===== config.mk =====
export PLATFORM = sky130hd
export DESIGN_NAME = cell_matrix_scan_charge_controller_top
export DESIGN_NICKNAME = d
export VERILOG_FILES = /design/src/sv/cmsc_pkg.sv /design/src/sv/cell_matrix_scan_charge_controller_top.sv /design/src/sv/cmsc_cfg_regs.sv /design/src/sv/cmsc_presence_map.sv /design/src/sv/cmsc_ctrl.sv
export SDC_FILE = /design/constraint.sdc
export NUM_CORES = 1
export LEC_CHECK = 0
export ABC_AREA = 1
export BUFFER_PORTS_ARGS = -buffer_cell sky130_fd_sc_hd__buf_2
export CORE_MARGIN = 8
export CORE_UTILIZATION = 61
export DETAILED_ROUTE_END_ITERATION = 8
export PLACE_DENSITY_LB_ADDON = 0.25
export SLEW_MARGIN = 10
export SYNTH_ARGS = -nofsm -noshare
export SYNTH_HDL_FRONTEND = slang
export SYNTH_SLANG_ARGS = --single-unit

===== constraint.sdc =====
create_clock -name i_clk -period 4.7 [get_ports i_clk]
set_clock_uncertainty 0.15 [all_clocks]
set_input_delay 0.235 -clock i_clk [delete_from_list [all_inputs] [get_ports i_clk]]
set_output_delay 0.235 -clock i_clk [all_outputs]
set_load 0.05 [all_outputs]

===== src/sv/cmsc_pkg.sv =====
// cmsc_pkg: shared types, constants and helpers of the cell matrix scan and charge controller
// no dependencies; every other file refers to it by scoped names

package cmsc_pkg;

    // grid geometry, one grid per board
    localparam int GRID_W      = 8;
    localparam int GRID_H      = 8;
    localparam int NUM_BOARDS  = 2;
    localparam int CELLS       = GRID_W * GRID_H;
    localparam int MAP_DEPTH   = NUM_BOARDS * CELLS;
    localparam int MAP_ADDR_W  = (MAP_DEPTH > 1) ? $clog2(MAP_DEPTH) : 1;
    localparam int SCAN_COL_W  = (GRID_W > 1) ? $clog2(GRID_W) : 1;
    localparam int SCAN_ROW_W  = (GRID_H > 1) ? $clog2(GRID_H) : 1;

    localparam int COORD_W     = 3;
    localparam int OP_W        = 3;
    localparam int SAMPLE_W    = 16;
    localparam int TIME_W      = 32;
    localparam int MODE_W      = 2;

    // command codes
    localparam logic [OP_W-1:0] OP_TICK     = 3'd0;
    localparam logic [OP_W-1:0] OP_SCAN     = 3'd1;
    localparam logic [OP_W-1:0] OP_CHARGE   = 3'd2;
    localparam logic [OP_W-1:0] OP_HOLD     = 3'd3;
    localparam logic [OP_W-1:0] OP_END_HOLD = 3'd4;
    localparam logic [OP_W-1:0] OP_READ     = 3'd5;

    // configuration register map
    localparam int CFG_DATA_W  = 32;
    localparam int CFG_ADDR_W  = 3;
    localparam int REG_IDX_W   = 1;
    localparam logic [REG_IDX_W-1:0] REG_PRESENT_THRESHOLD = 1'd0;
    localparam logic [REG_IDX_W-1:0] REG_CHARGE_TIMEOUT    = 1'd1;

    localparam logic [SAMPLE_W-1:0] THRESHOLD_RESET = 16'd0;
    localparam logic [TIME_W-1:0]   TIMEOUT_RESET   = 32'd1000;

    typedef struct packed {
        logic [OP_W-1:0]     op;
        logic                board;
        logic [COORD_W-1:0]  cell_x;
        logic [COORD_W-1:0]  cell_y;
        logic [SAMPLE_W-1:0] current_sample;
        logic [TIME_W-1:0]   now_ms;
    } t_in_item;

    typedef struct packed {
        logic [MODE_W-1:0]  mode;
        logic               level_pop;
        logic               select_first;
        logic               select_second;
        logic [COORD_W-1:0] drive_x;
        logic [COORD_W-1:0] drive_y;
        logic               present;
        logic               charge_ended;
        logic               scan_done;
    } t_out_item;

    typedef struct packed {
        logic [SAMPLE_W-1:0] present_threshold;
        logic [TIME_W-1:0]   charge_timeout_ms;
    } t_cfg;

    // write and board-clear requests towards the presence map
    typedef struct packed {
        logic                  wr_en;
        logic [MAP_ADDR_W-1:0] wr_addr;
        logic                  wr_data;
        logic                  clr_en;
        logic                  clr_board;
    } t_map_wr;

    // board-major, then column, row fastest
    function automatic logic [MAP_ADDR_W-1:0] map_addr(input logic b,
                                                       input int unsigned x,
                                                       input int unsigned y);
        int unsigned a;
        a = 32'(b) * CELLS + x * GRID_H + y;
        return a[MAP_ADDR_W-1:0];
    endfunction

endpackage


===== src/sv/cell_matrix_scan_charge_controller_top.sv =====
// cell_matrix_scan_charge_controller_top: input stage, result register and handshakes
// depends on cmsc_pkg, cmsc_cfg_regs, cmsc_presence_map, cmsc_ctrl
//
//  channel   | signals                                      | payload
//  ----------+----------------------------------------------+------------------------
//  command   | i_in_valid / o_in_ready                      | i_in_data  (t_in_item)
//  result    | o_out_valid / i_out_ready                    | o_out_data (t_out_item)
//  config    | psel penable pwrite paddr pwdata prdata pready | threshold, charge timeout
//
// one word per cycle sustained unless the result stalls; o_out_valid rises after the word
// leaves the input stage (presence map read registered on acceptance, then one pass of
// control logic into the result register). reset is synchronous and clears mode, valid
// flags and the presence map valid bits together, no sweep. a stalled result holds the
// input stage, which holds o_in_ready low until the result register frees.

module cell_matrix_scan_charge_controller_top (
    input  logic                            i_clk,
    input  logic                            i_rst_n,
    input  logic                            i_in_valid,
    output logic                            o_in_ready,
    input  cmsc_pkg::t_in_item              i_in_data,
    output logic                            o_out_valid,
    input  logic                            i_out_ready,
    output cmsc_pkg::t_out_item             o_out_data,
    input  logic                            psel,
    input  logic                            penable,
    input  logic                            pwrite,
    input  logic [cmsc_pkg::CFG_ADDR_W-1:0] paddr,
    input  logic [cmsc_pkg::CFG_DATA_W-1:0] pwdata,
    output logic [cmsc_pkg::CFG_DATA_W-1:0] prdata,
    output logic                            pready
);

    logic                 r_s1_valid;
    cmsc_pkg::t_in_item   r_s1_item;
    logic                 r_out_valid;
    cmsc_pkg::t_out_item  r_out;

    logic                 in_acc;
    logic                 commit;
    logic                 map_present;
    cmsc_pkg::t_cfg       cfg;
    cmsc_pkg::t_map_wr    map_wr;
    cmsc_pkg::t_out_item  result;

    assign commit     = r_s1_valid && (!r_out_valid || i_out_ready);
    assign o_in_ready = !r_s1_valid || commit;
    assign in_acc     = i_in_valid && o_in_ready;

    cmsc_cfg_regs u_cfg (
        .i_clk   (i_clk),
        .i_rst_n (i_rst_n),
        .psel    (psel),
        .penable (penable),
        .pwrite  (pwrite),
        .paddr   (paddr),
        .pwdata  (pwdata),
        .prdata  (prdata),
        .pready  (pready),
        .o_cfg   (cfg)
    );

    cmsc_presence_map u_map (
        .i_clk     (i_clk),
        .i_rst_n   (i_rst_n),
        .i_rd_en   (in_acc),
        .i_rd_addr (cmsc_pkg::map_addr(i_in_data.board, 32'(i_in_data.cell_x),
                                       32'(i_in_data.cell_y))),
        .i_wr      (map_wr),
        .o_present (map_present)
    );

    cmsc_ctrl u_ctrl (
        .i_clk         (i_clk),
        .i_rst_n       (i_rst_n),
        .i_commit      (commit),
        .i_item        (r_s1_item),
        .i_cfg         (cfg),
        .i_map_present (map_present),
        .o_result      (result),
        .o_map_wr      (map_wr)
    );

    always_ff @(posedge i_clk) begin
        if (!i_rst_n) begin
            r_s1_valid  <= 1'b0;
            r_out_valid <= 1'b0;
        end else begin
            if (in_acc) begin
                r_s1_valid <= 1'b1;
            end else if (commit) begin
                r_s1_valid <= 1'b0;
            end
            if (commit) begin
                r_out_valid <= 1'b1;
            end else if (i_out_ready) begin
                r_out_valid <= 1'b0;
            end
        end
    end

    always_ff @(posedge i_clk) begin
        if (in_acc) begin
            r_s1_item <= i_in_data;
        end
        if (commit) begin
            r_out <= result;
        end
    end

    assign o_out_valid = r_out_valid;
    assign o_out_data  = r_out;

endmodule


===== src/sv/cmsc_cfg_regs.sv =====
// cmsc_cfg_regs: apb-style register file for threshold and charge timeout
// depends on cmsc_pkg

module cmsc_cfg_regs (
    input  logic                            i_clk,
    input  logic                            i_rst_n,
    input  logic                            psel,
    input  logic                            penable,
    input  logic                            pwrite,
    input  logic [cmsc_pkg::CFG_ADDR_W-1:0] paddr,
    input  logic [cmsc_pkg::CFG_DATA_W-1:0] pwdata,
    output logic [cmsc_pkg::CFG_DATA_W-1:0] prdata,
    output logic                            pready,
    output cmsc_pkg::t_cfg                  o_cfg
);

    logic [cmsc_pkg::SAMPLE_W-1:0] r_threshold;
    logic [cmsc_pkg::TIME_W-1:0]   r_timeout;
    logic [cmsc_pkg::REG_IDX_W-1:0] reg_idx;
    logic                           wr_en;

    assign reg_idx = paddr[cmsc_pkg::CFG_ADDR_W-1:2];
    assign wr_en   = psel & penable & pwrite;
    assign pready  = 1'b1;

    always_ff @(posedge i_clk) begin
        if (!i_rst_n) begin
            r_threshold <= cmsc_pkg::THRESHOLD_RESET;
            r_timeout   <= cmsc_pkg::TIMEOUT_RESET;
        end else if (wr_en) begin
            case (reg_idx)
                cmsc_pkg::REG_PRESENT_THRESHOLD: begin
                    r_threshold <= pwdata[cmsc_pkg::SAMPLE_W-1:0];
                end
                cmsc_pkg::REG_CHARGE_TIMEOUT: begin
                    r_timeout <= pwdata[cmsc_pkg::TIME_W-1:0];
                end
                default: begin
                end
            endcase
        end
    end

    always_comb begin
        case (reg_idx)
            cmsc_pkg::REG_PRESENT_THRESHOLD: begin
                prdata = {{(cmsc_pkg::CFG_DATA_W-cmsc_pkg::SAMPLE_W){1'b0}}, r_threshold};
            end
            cmsc_pkg::REG_CHARGE_TIMEOUT: begin
                prdata = r_timeout;
            end
            default: begin
                prdata = '0;
            end
        endcase
    end

    assign o_cfg.present_threshold = r_threshold;
    assign o_cfg.charge_timeout_ms = r_timeout;

endmodule


===== src/sv/cmsc_presence_map.sv =====
// cmsc_presence_map: presence bits of both boards, registered-read memory plus per-entry valid flops
// depends on cmsc_pkg; clearing a board drops all its valid bits together

module cmsc_presence_map (
    input  logic                            i_clk,
    input  logic                            i_rst_n,
    input  logic                            i_rd_en,
    input  logic [cmsc_pkg::MAP_ADDR_W-1:0] i_rd_addr,
    input  cmsc_pkg::t_map_wr               i_wr,
    output logic                            o_present
);

    logic                            r_mem [0:cmsc_pkg::MAP_DEPTH-1];
    logic [cmsc_pkg::MAP_DEPTH-1:0]  r_valid;
    logic                            r_rd_q;
    logic [cmsc_pkg::MAP_ADDR_W-1:0] r_rd_addr;
    logic                            r_fwd;
    logic                            r_fwd_data;

    always_ff @(posedge i_clk) begin
        if (i_wr.wr_en) begin
            r_mem[i_wr.wr_addr] <= i_wr.wr_data;
        end
        if (i_rd_en) begin
            r_rd_q     <= r_mem[i_rd_addr];
            r_rd_addr  <= i_rd_addr;
            // a write landing on the same edge is not yet in the array
            r_fwd      <= i_wr.wr_en && (i_wr.wr_addr == i_rd_addr);
            r_fwd_data <= i_wr.wr_data;
        end
    end

    always_ff @(posedge i_clk) begin
        if (!i_rst_n) begin
            r_valid <= '0;
        end else begin
            for (int i = 0; i < cmsc_pkg::MAP_DEPTH; i++) begin
                if (i_wr.clr_en && (i >= int'(i_wr.clr_board) * cmsc_pkg::CELLS)
                        && (i < (int'(i_wr.clr_board) + 1) * cmsc_pkg::CELLS)) begin
                    r_valid[i] <= 1'b0;
                end
            end
            if (i_wr.wr_en) begin
                r_valid[i_wr.wr_addr] <= 1'b1;
            end
        end
    end

    // valid flops are current by the time the item is worked on
    assign o_present = r_valid[r_rd_addr] & (r_fwd ? r_fwd_data : r_rd_q);

endmodule


===== src/sv/cmsc_ctrl.sv =====
// cmsc_ctrl: mode state, scan walk, charge timing and the result of each command word
// depends on cmsc_pkg; fed by the input stage, presence map and config registers

module cmsc_ctrl (
    input  logic                i_clk,
    input  logic                i_rst_n,
    input  logic                i_commit,
    input  cmsc_pkg::t_in_item  i_item,
    input  cmsc_pkg::t_cfg      i_cfg,
    input  logic                i_map_present,
    output cmsc_pkg::t_out_item o_result,
    output cmsc_pkg::t_map_wr   o_map_wr
);

    typedef enum logic [cmsc_pkg::MODE_W-1:0] {
        MODE_IDLE     = 2'd0,
        MODE_CHARGING = 2'd1,
        MODE_SCANNING = 2'd2,
        MODE_HOLDING  = 2'd3
    } t_mode;

    t_mode                             r_mode, n_mode;
    logic                              r_charge_board, n_charge_board;
    logic [cmsc_pkg::COORD_W-1:0]      r_charge_x, n_charge_x;
    logic [cmsc_pkg::COORD_W-1:0]      r_charge_y, n_charge_y;
    logic [cmsc_pkg::TIME_W-1:0]       r_charge_start, n_charge_start;
    logic                              r_scan_board, n_scan_board;
    logic [cmsc_pkg::SCAN_COL_W-1:0]   r_scan_col, n_scan_col;
    logic [cmsc_pkg::SCAN_ROW_W-1:0]   r_scan_row, n_scan_row;
    logic                              r_awaiting, n_awaiting;
    logic                              r_hold_board, n_hold_board;
    logic [1:0]                        r_select, n_select;
    logic                              r_pop, n_pop;
    logic [cmsc_pkg::COORD_W-1:0]      r_drive_x, n_drive_x;
    logic [cmsc_pkg::COORD_W-1:0]      r_drive_y, n_drive_y;

    logic                              present;
    logic                              ended;
    logic                              done;
    logic                              in_grid;
    logic [cmsc_pkg::TIME_W-1:0]       elapsed;

    assign in_grid = (32'(i_item.cell_x) < cmsc_pkg::GRID_W)
                  && (32'(i_item.cell_y) < cmsc_pkg::GRID_H);
    assign elapsed = i_item.now_ms - r_charge_start;

    always_comb begin
        n_mode         = r_mode;
        n_charge_board = r_charge_board;
        n_charge_x     = r_charge_x;
        n_charge_y     = r_charge_y;
        n_charge_start = r_charge_start;
        n_scan_board   = r_scan_board;
        n_scan_col     = r_scan_col;
        n_scan_row     = r_scan_row;
        n_awaiting     = r_awaiting;
        n_hold_board   = r_hold_board;
        n_select       = r_select;
        n_pop          = r_pop;
        n_drive_x      = r_drive_x;
        n_drive_y      = r_drive_y;
        present        = 1'b0;
        ended          = 1'b0;
        done           = 1'b0;
        o_map_wr.wr_en     = 1'b0;
        o_map_wr.wr_addr   = cmsc_pkg::map_addr(r_scan_board, 32'(r_scan_col),
                                                32'(r_scan_row));
        o_map_wr.wr_data   = 1'b0;
        o_map_wr.clr_en    = 1'b0;
        o_map_wr.clr_board = i_item.board;

        case (i_item.op)
            cmsc_pkg::OP_TICK: begin
                case (r_mode)
                    MODE_SCANNING: begin
                        if (!r_awaiting) begin
                            n_drive_x  = cmsc_pkg::COORD_W'(r_scan_col);
                            n_drive_y  = cmsc_pkg::COORD_W'(r_scan_row);
                            n_awaiting = 1'b1;
                        end else begin
                            present          = i_item.current_sample >= i_cfg.present_threshold;
                            o_map_wr.wr_en   = 1'b1;
                            o_map_wr.wr_data = present;
                            n_awaiting       = 1'b0;
                            if (r_scan_row == cmsc_pkg::SCAN_ROW_W'(cmsc_pkg::GRID_H - 1)) begin
                                n_scan_row = '0;
                                if (r_scan_col == cmsc_pkg::SCAN_COL_W'(cmsc_pkg::GRID_W - 1)) begin
                                    n_select[r_scan_board] = 1'b0;
                                    n_pop  = 1'b0;
                                    n_mode = MODE_IDLE;
                                    done   = 1'b1;
                                end else begin
                                    n_scan_col = r_scan_col + 1'b1;
                                end
                            end else begin
                                n_scan_row = r_scan_row + 1'b1;
                            end
                        end
                    end
                    MODE_HOLDING: begin
                    end
                    MODE_IDLE: begin
                        n_select[r_charge_board] = 1'b0;
                        n_pop = 1'b0;
                    end
                    default: begin
                        // charging: drive the target, stop on timeout
                        if (elapsed >= i_cfg.charge_timeout_ms) begin
                            n_select[r_charge_board] = 1'b0;
                            n_pop  = 1'b0;
                            n_mode = MODE_IDLE;
                            ended  = 1'b1;
                        end else begin
                            n_select[r_charge_board] = 1'b1;
                            n_pop  = 1'b1;
                        end
                        n_drive_x = r_charge_x;
                        n_drive_y = r_charge_y;
                    end
                endcase
            end
            cmsc_pkg::OP_SCAN: begin
                if (r_mode == MODE_IDLE) begin
                    n_select[i_item.board] = 1'b1;
                    n_pop           = 1'b0;
                    o_map_wr.clr_en = 1'b1;
                    n_scan_board    = i_item.board;
                    n_scan_col      = '0;
                    n_scan_row      = '0;
                    n_awaiting      = 1'b0;
                    n_mode          = MODE_SCANNING;
                end
            end
            cmsc_pkg::OP_CHARGE: begin
                if (r_mode != MODE_CHARGING) begin
                    n_charge_x     = i_item.cell_x;
                    n_charge_y     = i_item.cell_y;
                    n_charge_board = i_item.board;
                    n_charge_start = i_item.now_ms;
                    n_mode         = MODE_CHARGING;
                end
            end
            cmsc_pkg::OP_HOLD: begin
                if (r_mode == MODE_IDLE) begin
                    n_pop        = 1'b0;
                    n_drive_x    = i_item.cell_x;
                    n_drive_y    = i_item.cell_y;
                    n_select[i_item.board] = 1'b1;
                    n_hold_board = i_item.board;
                    n_mode       = MODE_HOLDING;
                end
            end
            cmsc_pkg::OP_END_HOLD: begin
                if (r_mode == MODE_HOLDING) begin
                    n_select[r_hold_board] = 1'b0;
                    n_pop  = 1'b0;
                    n_mode = MODE_IDLE;
                end
            end
            cmsc_pkg::OP_READ: begin
                present = in_grid & i_map_present;
            end
            default: begin
            end
        endcase

        if (!i_commit) begin
            o_map_wr.wr_en  = 1'b0;
            o_map_wr.clr_en = 1'b0;
        end
    end

    always_ff @(posedge i_clk) begin
        if (!i_rst_n) begin
            r_mode         <= MODE_IDLE;
            r_charge_board <= 1'b0;
            r_charge_x     <= '0;
            r_charge_y     <= '0;
            r_charge_start <= '0;
            r_scan_board   <= 1'b0;
            r_scan_col     <= '0;
            r_scan_row     <= '0;
            r_awaiting     <= 1'b0;
            r_hold_board   <= 1'b0;
            r_select       <= '0;
            r_pop          <= 1'b0;
            r_drive_x      <= '0;
            r_drive_y      <= '0;
        end else if (i_commit) begin
            r_mode         <= n_mode;
            r_charge_board <= n_charge_board;
            r_charge_x     <= n_charge_x;
            r_charge_y     <= n_charge_y;
            r_charge_start <= n_charge_start;
            r_scan_board   <= n_scan_board;
            r_scan_col     <= n_scan_col;
            r_scan_row     <= n_scan_row;
            r_awaiting     <= n_awaiting;
            r_hold_board   <= n_hold_board;
            r_select       <= n_select;
            r_pop          <= n_pop;
            r_drive_x      <= n_drive_x;
            r_drive_y      <= n_drive_y;
        end
    end

    assign o_result.mode          = n_mode;
    assign o_result.level_pop     = n_pop;
    assign o_result.select_first  = n_select[0];
    assign o_result.select_second = n_select[1];
    assign o_result.drive_x       = n_drive_x;
    assign o_result.drive_y       = n_drive_y;
    assign o_result.present       = present;
    assign o_result.charge_ended  = ended;
    assign o_result.scan_done     = done;

endmodule

==> results <==
- The number of register bits inferred by synthesis is 440.
- The tool flagged a number of max-cap violations equal to 0.
- The maximum fanout along the worst path is 4.
- The final route contains 19270 vias.
- The highest ir drop seen on vdd is 0.0003650 V.
- Counting flops with a built-in enable in the synthesized netlist gives about 200.
- The post-layout net count is 2994.
- The count of unresolved DRC violations after routing is 0.
- In this run the remaining antenna-violating nets after routing total 0.
- The maximum number of pins on one net before global-route repair is 86.
- The number of antenna violations at the first check in global routing was 1.
- The worst setup path is of the reg -> reg kind.
- The overall overflow remaining after global route is 0.
- The first detailed-routing pass took 8 iterations.
- The CTS tree is done.
- Setup repair after global routing left no endpoint under its margin.
- The routed design has 62030 um of wire.
- The wire length per cell is 18.81 um.
- The first global-routing pass estimated 96790 um of wire.
- Setup violations remaining at the end of the flow were counted as 0.
- The count of different cell masters after synthesis is 50.
- The number of top-level pins is 149.
- Yosys attributes the largest share of cell area to sky130_fd_sc_hd__edfxtp_1, sky130_fd_sc_hd__dfxtp_1, sky130_fd_sc_hd__nand2_1.
- At the end of routability-driven placement, the weighted congestion stood at between 0.8 and 0.9.
- The critical path startpoint category is a flop.
- The worst-skew pair later-pin latency is 580 ps.
- The maximum clock insertion buffer count is 3.
- After filler insertion, the fill cell instance count of the layout stands at 2675.
- The longest individual stage delay on the worst path is 470 ps.
- The number of max-slew violations in the final report is 0.
- The signal on the critical path passes through ha_1, nand3_1, nand2_1, a21oi_1, o21ai_2, a21oi_1, o21ai_0, nand3_1, nand3_1, nand2_1, ha_1, a21oi_1, o21a_1, nand2_1, a21oi_1, nand3_1, o21ai_0, o21ai_0, a21oi_1.
- In this run the power density over the cells is 351.5 mW/mm^2.
- The fraction of layout instances using a drive strength above 1 is between 10% and 20%.
- Together, buffers and inverters on the worst path number 0.
- The x dimension of the die is slightly above 200 um.
- The final critical path takes up 92.64% of the cycle.
- Of the synthesized area, sequential elements account for between 50% and 60%.
- Global routing consumed, over all layers together, 28.90% of the routing resources.
- Of the total power, the clock network draws roughly two fifths.
- The tree is rooted in a sky130_fd_sc_hd__clkbuf_16.
- The endpoint of the worst register-to-register path is u_ctrl.r_mode[0].
- Hold is met by 85.78 ps.
- During synthesis, Yosys emitted a total of 0 warnings.
- Relative to the synthesized area, the layout overhead comes to 15.56%.
- On the critical path, the stage with the largest delay is an instance of sky130_fd_sc_hd__o21ai_0.
- The run finished with clean final reports.
- After synthesis, the largest area contributor takes up 28.21% of total cell area.
- Measured against its own limit, the worst slew margin works out to about 17%.
- STA puts the critical path data required time at 5030 ps.
- After clock tree synthesis, the clock-pin slew on the worst setup and hold paths is 60 ps.
- Among cell families on the critical path, the largest total delay comes from compound AO/OA/AOI/OAI gates.
- In this run the number of cells on the critical path is 19.
- Net switching is between 20% and 30% of the power.
- The count of clock tree sinks is between 400 and 500.
- Leaving out fill and tap cells, the most frequent cells in the layout are sky130_fd_sc_hd__nand2_1, sky130_fd_sc_hd__nor2_1, sky130_fd_sc_hd__a21oi_1, sky130_fd_sc_hd__inv_1, sky130_fd_sc_hd__o21ai_0.
- The setup TNS is 0 ps.
- The sequential cells in the finished layout cover a total of 0.01084 mm^2.
- For the pin with the worst max-slew slack, the measured transition is 1250 ps.
- The cell depth of the worst flop-to-flop path is 19.
- For this run, the top clock speed supported by timing is 0.2297 GHz.
- The initial core utilization is around 61%.
- The worst register-to-register path begins at r_s1_item[2].
- The number of hold violations in the final report is 0.
- The worst setup path is captured at a flop.
- The leakage power is 0.009560 uW.
- The end point of the critical path is u_ctrl.r_mode[0].
- The number of H-tree levels is 2.
- The sequential group share of total power is 46.7%.
- The cell count after synthesis is 2619.
- The initialized floorplan defines 69 standard-cell rows.
- The number of CTS-inserted buffers is 45.
- The sum of net half-perimeters after detailed placement is roughly 38000 um.
- The mean area per synthesized cell is between 8 and 9 um^2.
- The via count of the first global-routing pass is 18530.
- The floorplan step set the die height to 204.2 um.
- The post-detailed-route via-to-cell ratio is 5.844.
- For this block, the initial DRC count from the detailed router was 1663.
- The clock period minus worst slack is 4354 ps.
- The most numerous cell on the critical path is sky130_fd_sc_hd__a21oi_1.
- The most common cell after layout, fill and taps aside is sky130_fd_sc_hd__nand2_1.
- For this run, asynchronously set or reset flops after synthesis account for 0%.
- Data on the critical path arrives at its endpoint at 4680 ps.
- sky130_fd_sc_hd__edfxtp_1 takes more of the synthesized area than any other cell.
- The most used flip-flop cell after synthesis is sky130_fd_sc_hd__dfxtp_1.
- The die area is approximately 0.042 mm^2.
- The net load switching power is between 2000 and 2500 uW.
- The register-to-register setup slack is approximately 350 ps.
- After floorplanning, the core was sized to cover 0.03522 mm^2.
- Internal power comes to ~6600 uW.
- The origin of the worst setup path is r_s1_item[2].
- Summing every instance area after synthesis gives 0.02161 mm^2.
- Buffers placed on the I/O ports in this run total 145.
- The type of the most critical hold path is in -> reg.
- The number of nets in the synthesized netlist is 2813.
- Once the clock tree was built, the setup fixing pass inserted 0 buffers.
- In this run, the combinational gates consume 11.8% of the power.
- The combined area of the multi-input logic cells is 0.008961 mm^2.
==> logic make-up after synthesis <==
kind of cell | after synthesis | share of synthesized area (%)
adder cells (fa/ha/maj) | 94 | 5.477
AND/OR/NAND/NOR | 875 | 16.85
flip-flops | 440 | 50.16
AO/OA/AOI/OAI | 711 | 17.74
buffers and inverters | 465 | 8.412
other | 1 | 0.01735
multiplexers | 1 | 0.04632
XOR/XNOR | 32 | 1.297
==> power groups by stage <==
stage / clock [uW] / combinational (uW) / sequential, uW
2_1_floorplan: 0 / 631 / 4190
6_report: 3650 / 1030 / 4100
4_1_cts: 3650 / 1010 / 4100
3_5_place_dp: 0 / 940 / 4180
3_3_place_gp: 0 / 914 / 4180
5_1_grt: 3810 / 1140 / 4110
==> worst register-to-register path, cell delays in order, from the launching register on <==
cell and delay [ps]:
sky130_fd_sc_hd__edfxtp_1 390, sky130_fd_sc_hd__ha_1 360, sky130_fd_sc_hd__nand3_1 100, sky130_fd_sc_hd__nand2_1 120
sky130_fd_sc_hd__a21oi_1 110, sky130_fd_sc_hd__o21ai_2 230, sky130_fd_sc_hd__a21oi_1 140, sky130_fd_sc_hd__o21ai_0 470
sky130_fd_sc_hd__nand3_1 220, sky130_fd_sc_hd__nand3_1 120, sky130_fd_sc_hd__nand2_1 70, sky130_fd_sc_hd__ha_1 280
sky130_fd_sc_hd__a21oi_1 150, sky130_fd_sc_hd__o21a_1 130, sky130_fd_sc_hd__nand2_1 50, sky130_fd_sc_hd__a21oi_1 410
sky130_fd_sc_hd__nand3_1 260, sky130_fd_sc_hd__o21ai_0 190, sky130_fd_sc_hd__o21ai_0 140, sky130_fd_sc_hd__a21oi_1 190
==> Yosys cell counts, types with 9 or more instances <==
cell                       count
sky130_fd_sc_hd__a21oi_1     298
sky130_fd_sc_hd__buf_2        24
sky130_fd_sc_hd__clkbuf_1     87
sky130_fd_sc_hd__dfxtp_1     237
sky130_fd_sc_hd__edfxtp_1    203
sky130_fd_sc_hd__ha_1         93
sky130_fd_sc_hd__inv_1       276
sky130_fd_sc_hd__inv_2        62
sky130_fd_sc_hd__nand2_1     407
sky130_fd_sc_hd__nand2_2       9
sky130_fd_sc_hd__nand3_1      63
sky130_fd_sc_hd__nand4_1      17
sky130_fd_sc_hd__nor2_1      299
sky130_fd_sc_hd__nor2_2       59
sky130_fd_sc_hd__nor3_1       12
sky130_fd_sc_hd__o211ai_1     15
sky130_fd_sc_hd__o21ai_0     260
sky130_fd_sc_hd__o21ai_1      22
sky130_fd_sc_hd__o221ai_1     17
sky130_fd_sc_hd__o22ai_1      63
sky130_fd_sc_hd__xnor2_1      10
sky130_fd_sc_hd__xor2_1       22
==> layer usage <==
layer  up-vias  share of wire (%)  GRT usage, %
met4         0                3.6         11.91
met3       194                9.5         6.150
met2       950                 47         46.70
met1      9023                 40         37.40
li1       9106                  -             -
met5         -                  0             0
==> area by class of cell <==
| type | count | area share [%] |
|---|---|---|
| Multi-Input combinational cell | 1714 | 35.88 |
| Antenna cell | 1 | 0.01002 |
| Inverter | 342 | 5.170 |
| Sequential cell | 440 | 43.40 |
| Timing Repair Buffer | 257 | 7.244 |
| Clock inverter | 20 | 0.9569 |
| Tap cell | 461 | 2.310 |
| Clock buffer | 63 | 5.025 |
==> timing repair <==
item / in CTS / in global routing
resized for setup: 0 / 1
endpoints found under the hold margin: 106 / 0
setup endpoints to repair: 0 / 2
hold buffers: 92 / 0
==> per-stage QoR <==
step | cells | utilization (%) | worst slack, ps | area, um^2 | total power [uW]
after floorplan | 2619 | - | 1227 | 21610 | 4825
after global placement | 3122 | 64.03 | 481.6 | 22560 | 5092
after detailed placement | 3122 | 64.03 | 376.3 | 22560 | 5120
after CTS | 3297 | 70.89 | 366.7 | 24970 | 8757
after global routing | 3298 | 70.90 | 48.59 | 24980 | 9051
final | 3298 | 70.90 | 345.7 | 24980 | 8780
==> how the worst min path moves through the flow <==
stage                  start            endpoint  slack (ps)  depth (start not counted)
2_1_floorplan   i_in_data[0]        r_s1_item[0]         180                          0
3_3_place_gp   i_in_data[22]       r_s1_item[22]         260                          1
3_5_place_dp   i_in_data[41]       r_s1_item[41]         260                          1
4_1_cts        i_in_data[50]  u_map.r_rd_addr[2]          60                          1
5_1_grt        i_in_data[50]  u_map.r_rd_addr[2]          60                          1
6_report       i_in_data[50]  u_map.r_rd_addr[2]          90                          1
==> state kept, by name, summed over array words and instances, names as in the netlist, 3 cells and up <==
name / count
u_ctrl.r_charge_start: 32
u_map.r_rd_addr: 3
u_cfg.r_timeout: 32
u_map.r_valid: 128
u_ctrl.r_drive_y: 3
r_s1_item: 55
u_map.r_mem: 128
u_cfg.r_threshold: 16
u_ctrl.r_charge_y: 3
u_ctrl.r_charge_x: 3
u_ctrl.r_scan_col: 3
u_ctrl.r_drive_x: 3
u_ctrl.r_scan_row: 3
o_out_data: 14
Power figures use the tool's default switching activity.
